--- config.mk ---
export PLATFORM = sky130hd
export DESIGN_NAME = dms_fifo
export DESIGN_NICKNAME = d
export VERILOG_FILES = /design/src/rtl/dms_pkg.sv /design/src/rtl/dms_fifo.sv
export SDC_FILE = /design/constraint.sdc
export NUM_CORES = 1
export LEC_CHECK = 0
export BUFFER_PORTS_ARGS = -buffer_cell sky130_fd_sc_hd__buf_2
export CORE_ASPECT_RATIO = 1.5
export CORE_MARGIN = 5
export CORE_UTILIZATION = 55
export DETAILED_ROUTE_END_ITERATION = 6
export GPL_TIMING_DRIVEN = 1
export PLACE_DENSITY = 0.74
export REMOVE_ABC_BUFFERS = 1
export SLEW_MARGIN = 20
export SYNTH_ARGS = -nofsm -noshare
export SYNTH_HDL_FRONTEND = slang
export SYNTH_SLANG_ARGS = --single-unit
export TNS_END_PERCENT = 1
--- constraint.sdc ---
create_clock -name clk -period 42.1 [get_ports clk]
set_input_delay 2.105 -clock clk [delete_from_list [all_inputs] [get_ports clk]]
set_output_delay 2.105 -clock clk [all_outputs]
set_load 0.02 [all_outputs]
--- src/rtl/dms_pkg.sv ---
// Shared types and constants of the deconvolve and mode shuffle block.
package dms_pkg;

  localparam int MAX_GRID_DEF = 1024;
  localparam int NW           = 11;
  localparam int CW           = 10;
  localparam int IW           = 30;
  localparam int FRONT_STAGES = 4;
  localparam int FIFO_DEPTH   = 8;

  localparam logic OP_LOAD   = 1'b0;
  localparam logic OP_SAMPLE = 1'b1;

  localparam logic DIR_G2M = 1'b0;
  localparam logic DIR_M2G = 1'b1;

  localparam logic [1:0] SEL_X = 2'd0;
  localparam logic [1:0] SEL_Y = 2'd1;
  localparam logic [1:0] SEL_Z = 2'd2;

  localparam logic [2:0] REG_DIRECTION = 3'd0;
  localparam logic [2:0] REG_PREFACTOR = 3'd1;
  localparam logic [2:0] REG_MODES_X   = 3'd2;
  localparam logic [2:0] REG_MODES_Y   = 3'd3;
  localparam logic [2:0] REG_MODES_Z   = 3'd4;
  localparam logic [2:0] REG_GRID_X    = 3'd5;
  localparam logic [2:0] REG_GRID_Y    = 3'd6;
  localparam logic [2:0] REG_GRID_Z    = 3'd7;

  typedef struct packed {
    logic          dir;
    logic [31:0]   prefactor;
    logic [NW-1:0] mx;
    logic [NW-1:0] my;
    logic [NW-1:0] mz;
    logic [NW-1:0] nx;
    logic [NW-1:0] ny;
    logic [NW-1:0] nz;
  } cfg_t;

  typedef struct packed {
    logic [IW-1:0] lin;
    logic [31:0]   re;
    logic [31:0]   im;
    logic [31:0]   kx;
    logic [31:0]   ky;
    logic [31:0]   kz;
  } entry_t;

endpackage

--- src/rtl/dms_fifo.sv ---
// Short queue between the classifying front and the arithmetic back.
module dms_fifo #(
  parameter int DEPTH = dms_pkg::FIFO_DEPTH
) (
  input  logic            clk,
  input  logic            rst,
  input  logic            push,
  input  dms_pkg::entry_t push_data,
  input  logic            pop,
  output dms_pkg::entry_t pop_data,
  output logic            not_empty,
  output logic            room
);
  localparam int PW  = $clog2(DEPTH);
  localparam int CTW = $clog2(DEPTH + 1);

  dms_pkg::entry_t store [0:DEPTH-1];
  logic [PW-1:0]   wr_ptr;
  logic [PW-1:0]   rd_ptr;
  logic [CTW-1:0]  count;

  always_ff @(posedge clk) begin
    if (rst) begin
      wr_ptr <= '0;
      rd_ptr <= '0;
      count  <= '0;
    end else begin
      if (push) wr_ptr <= wr_ptr + 1'b1;
      if (pop)  rd_ptr <= rd_ptr + 1'b1;
      if (push && !pop) count <= count + 1'b1;
      else if (!push && pop) count <= count - 1'b1;
    end
  end

  always_ff @(posedge clk) begin
    if (push) store[wr_ptr] <= push_data;
  end

  assign pop_data  = store[rd_ptr];
  assign not_empty = (count != '0);
  assign room      = (32'(count) < DEPTH - dms_pkg::FRONT_STAGES);

  a_no_overflow: assert property (@(posedge clk) disable iff (rst)
    push && !pop |-> 32'(count) < DEPTH) else $error("queue overflow");
  a_no_underflow: assert property (@(posedge clk) disable iff (rst)
    pop |-> count != '0) else $error("queue underflow");
  a_count_step: assert property (@(posedge clk) disable iff (rst)
    push && !pop |=> count == $past(count) + 1'b1) else $error("queue count slip");

endmodule

==> impl_metrics.csv <==
group,metric,value,unit
floorplanning,die-area,111300,um^2
routing,routedWlPerCell,28.12,um
clock_tree,cts_root_buf,"clkbuf_16",
timing,slew_headroom,0.2031,
worst_setup_path,critPathCaptureType,"primary output",
grt,antenna_found_initial,55,
yosys,yosysUniqueCellTypes,23,
grt,grt_pass1_vias,27309,
finish,final_core_util,0.6305,
clock_tree,cts_sinks,1533,
routing,remaining_drc_errors,0,
clock_tree,ctsResizeCount,0,
finish,fin_cells,4257,
place,dp_hpwl,66.57,mm
yosys,synth.most_common_cell,"edfxtp_1",
timing,tns,0,ns
clock_tree,cts_max_level,4,
grt,grt-ovfl-total,0,
routing,drt-initial-drc-count,2235,
yosys,yosysTopAreaCell,"edfxtp_1",
power_and_ir_drop,power-per-cell-area,49.61,nW/um^2
worst_setup_path,crit_arrival,5.00,ns
job,drv_cap,0,
routing,antenna_left,0,
floorplanning,pin_count,386,
yosys,synth_common_cells,"1520 x edfxtp_1, 380 x mux4_2, 191 x mux2_2",
power_and_ir_drop,power_leakage,20.77,nW
place,placed_cells_incl_taps,3984,
grt,grt_max_degree,169,
clock_tree,numCtsBuffers,138,
timing,clock.fmax,140.7,MHz
yosys,synthTopCellsByArea,"edfxtp_1 79%, mux4_2 15%, mux2_2 3.7%",
floorplanning,die_w,274.1,um
status,outcome,"finished clean",
finish,synthToLayoutAreaGrowth,14.09,%
clock_tree,clk_pin_slew_worst_paths,0.06,ns
worst_setup_path,slowest_delay,0.98,ns
yosys,avgSynthCellArea,25.41,um^2
timing,drv_slew,0,
clock_tree,cts_setup_buffers,0,
timing,worstMarginPinSlew,1.195,ns
yosys,synthesis.area,57550,um^2
timing,grt_setup_unrepaired,"no",
timing,fin_skew,0.02357,ns
worst_setup_path,crit_chain,"buf_4 > buf_6 > buf_4 > mux4_2 > mux2_2 > buf_2",
yosys,synth_cells,2265,
floorplanning,coreArea,104100,um^2
power_and_ir_drop,vdd_drop_max,0.04292,mV
timing,period_share,0.1688,
worst_setup_path,crit_type,"flip-flop to primary output",
worst_setup_path,crit_path_start_kind,"flip-flop",
yosys,synth_top_area_share,0.7932,
routing,drt_wl_total,119.7,mm
routing,viasPerCell,6.006,
yosys,synth-seq-area-share,0.7977,
timing,holdWs,0.5587,ns
timing,setup_viol_count_final,0,
routing,vias,25567,
hold_path,hp-class,"flip-flop to flip-flop",
place,gp_congestion,0.7089,
floorplanning,rows,145,
yosys,synth_seq_cells,1533,
timing,min_period,7.105,ns
place,io_buffers,385,
clock_tree,clock_latency,0.74,ns
floorplanning,die_height,406.2,um
worst_setup_path,critPathMostFrequentCell,"buf_4",
worst_setup_path,crit_family,"buffers and inverters",
floorplanning,start_util,0.5526,
finish,fillers,6872,
finish,drive_gt1_frac,0.4230,
clock_tree,cts_buffer_depth,3,
worst_setup_path,cp_slowest_cell,"dfxtp_4",
yosys,yosys_warnings,0,
worst_setup_path,crit_fanout,49,
yosys,ys.flop_type,"edfxtp_1",
finish,nets,2929,
routing,dr.pass1.iters,5,
yosys,synth-edff-count,1520,
worst_setup_path,cp.required,39.99,ns
yosys,async_reset_ff_frac,0,
clock_tree,cts_hold_buf,0,
timing,hold_violations,0,
worst_setup_path,worst-path-buf-inv,4,
grt,grt_pass1_wl,177.1,mm
clock_tree,tritoncts,"yes",
power_and_ir_drop,power,3.257,mW
grt,grt.total_usage,0.2171,
## cell families after synthesis
| group | count (synthesis) | share of synthesized area |
|---|---|---|
| buf+inv | 109 | 0.01052 |
| fa+ha+maj | 6 | 0.001435 |
| xor+xnor | 6 | 0.0009134 |
| compound gates | 4 | 0.0004132 |
| flops | 1533 | 0.7977 |
| mux | 574 | 0.1866 |
| simple gates | 33 | 0.002392 |
## worst paths after layout
check,start,end,slack [ns],depth (start not counted)
worst min-delay path,count[2],count[2],0.56,2
worst max register to register,wr_ptr[0],store[3][182],38.68,4
worst max-delay path,flip-flop,pop_data[118],35.00,6
worst min register to register,count[2],count[2],0.56,2
## worst reg2reg max path: cells and delay by family, from the launching register on
| family | cells | cell delay, ns |
|---|---|---|
| DFF | 1 | 0.48 |
| buffers and inverters | 2 | 1.65 |
| and+or+nand+nor | 2 | 0.84 |
## placed cells by master, fill, tap and decap left out, types with 2 or more instances in the layout
cell type      n
a21oi_1        2
buf_12         3
buf_16         3
buf_2        385
buf_4         36
buf_6          4
bufinv_16     12
clkbuf_1      31
clkbuf_16    142
clkinv_1      27
clkinv_16      2
clkinv_2      14
clkinv_4       2
clkinv_8       5
clkinvlp_4     4
dfxtp_1       10
dfxtp_4        3
diode_2       29
edfxtp_1    1520
ha_1           5
inv_1          2
inv_6          3
mux2_2       191
mux2i_1        3
mux4_2       380
nand2_1        5
nand2b_1       3
nor2_1        15
nor2_4         6
nor3_2         2
xnor2_1        3
xor2_1         3
## report_power, final
part / internal [mW] / total, mW / switching, mW
sequential: 1.72 / 1.73 / 0.0141
clock: 0.696 / 1.23 / 0.533
combinational: 0.128 / 0.296 / 0.168
total: 2.54 / 3.26 / 0.715
## stage by stage
step	worst slack, ns	area, um^2
finish	35.00	65650
global route	34.47	65610
CTS	34.51	65540
detailed placement	35.38	61100
global placement	35.48	61050
floorplan	23.35	56950
## sequential cells by signal, indices dropped and copies added, names as in the netlist, named ones only
signal	flops
store	1520
wr_ptr	3
count	4
rd_ptr	3
## cell type report
class	instances	area [um^2]	area share
flip-flops and latches	1533	45920	0.6994
multi-input cells	623	11090	0.1689
clock buffers	173	3670	0.05590
repair buffers	431	2385	0.03632
well taps	1396	1747	0.02660
clock inverters	70	767.0	0.01168
diodes	29	72.57	0.001105
inverters	2	7.507	0.0001143
## routing by layer
metal,part of all wire,vias to the layer above,track usage
li1,-,10712,-
met1,0.37,13679,0.2734
met2,0.52,915,0.3676
met3,0.073,233,0.05998
met4,0.032,28,0.07614
met5,0.0016,-,0
(Power assumes the default switching activity.)
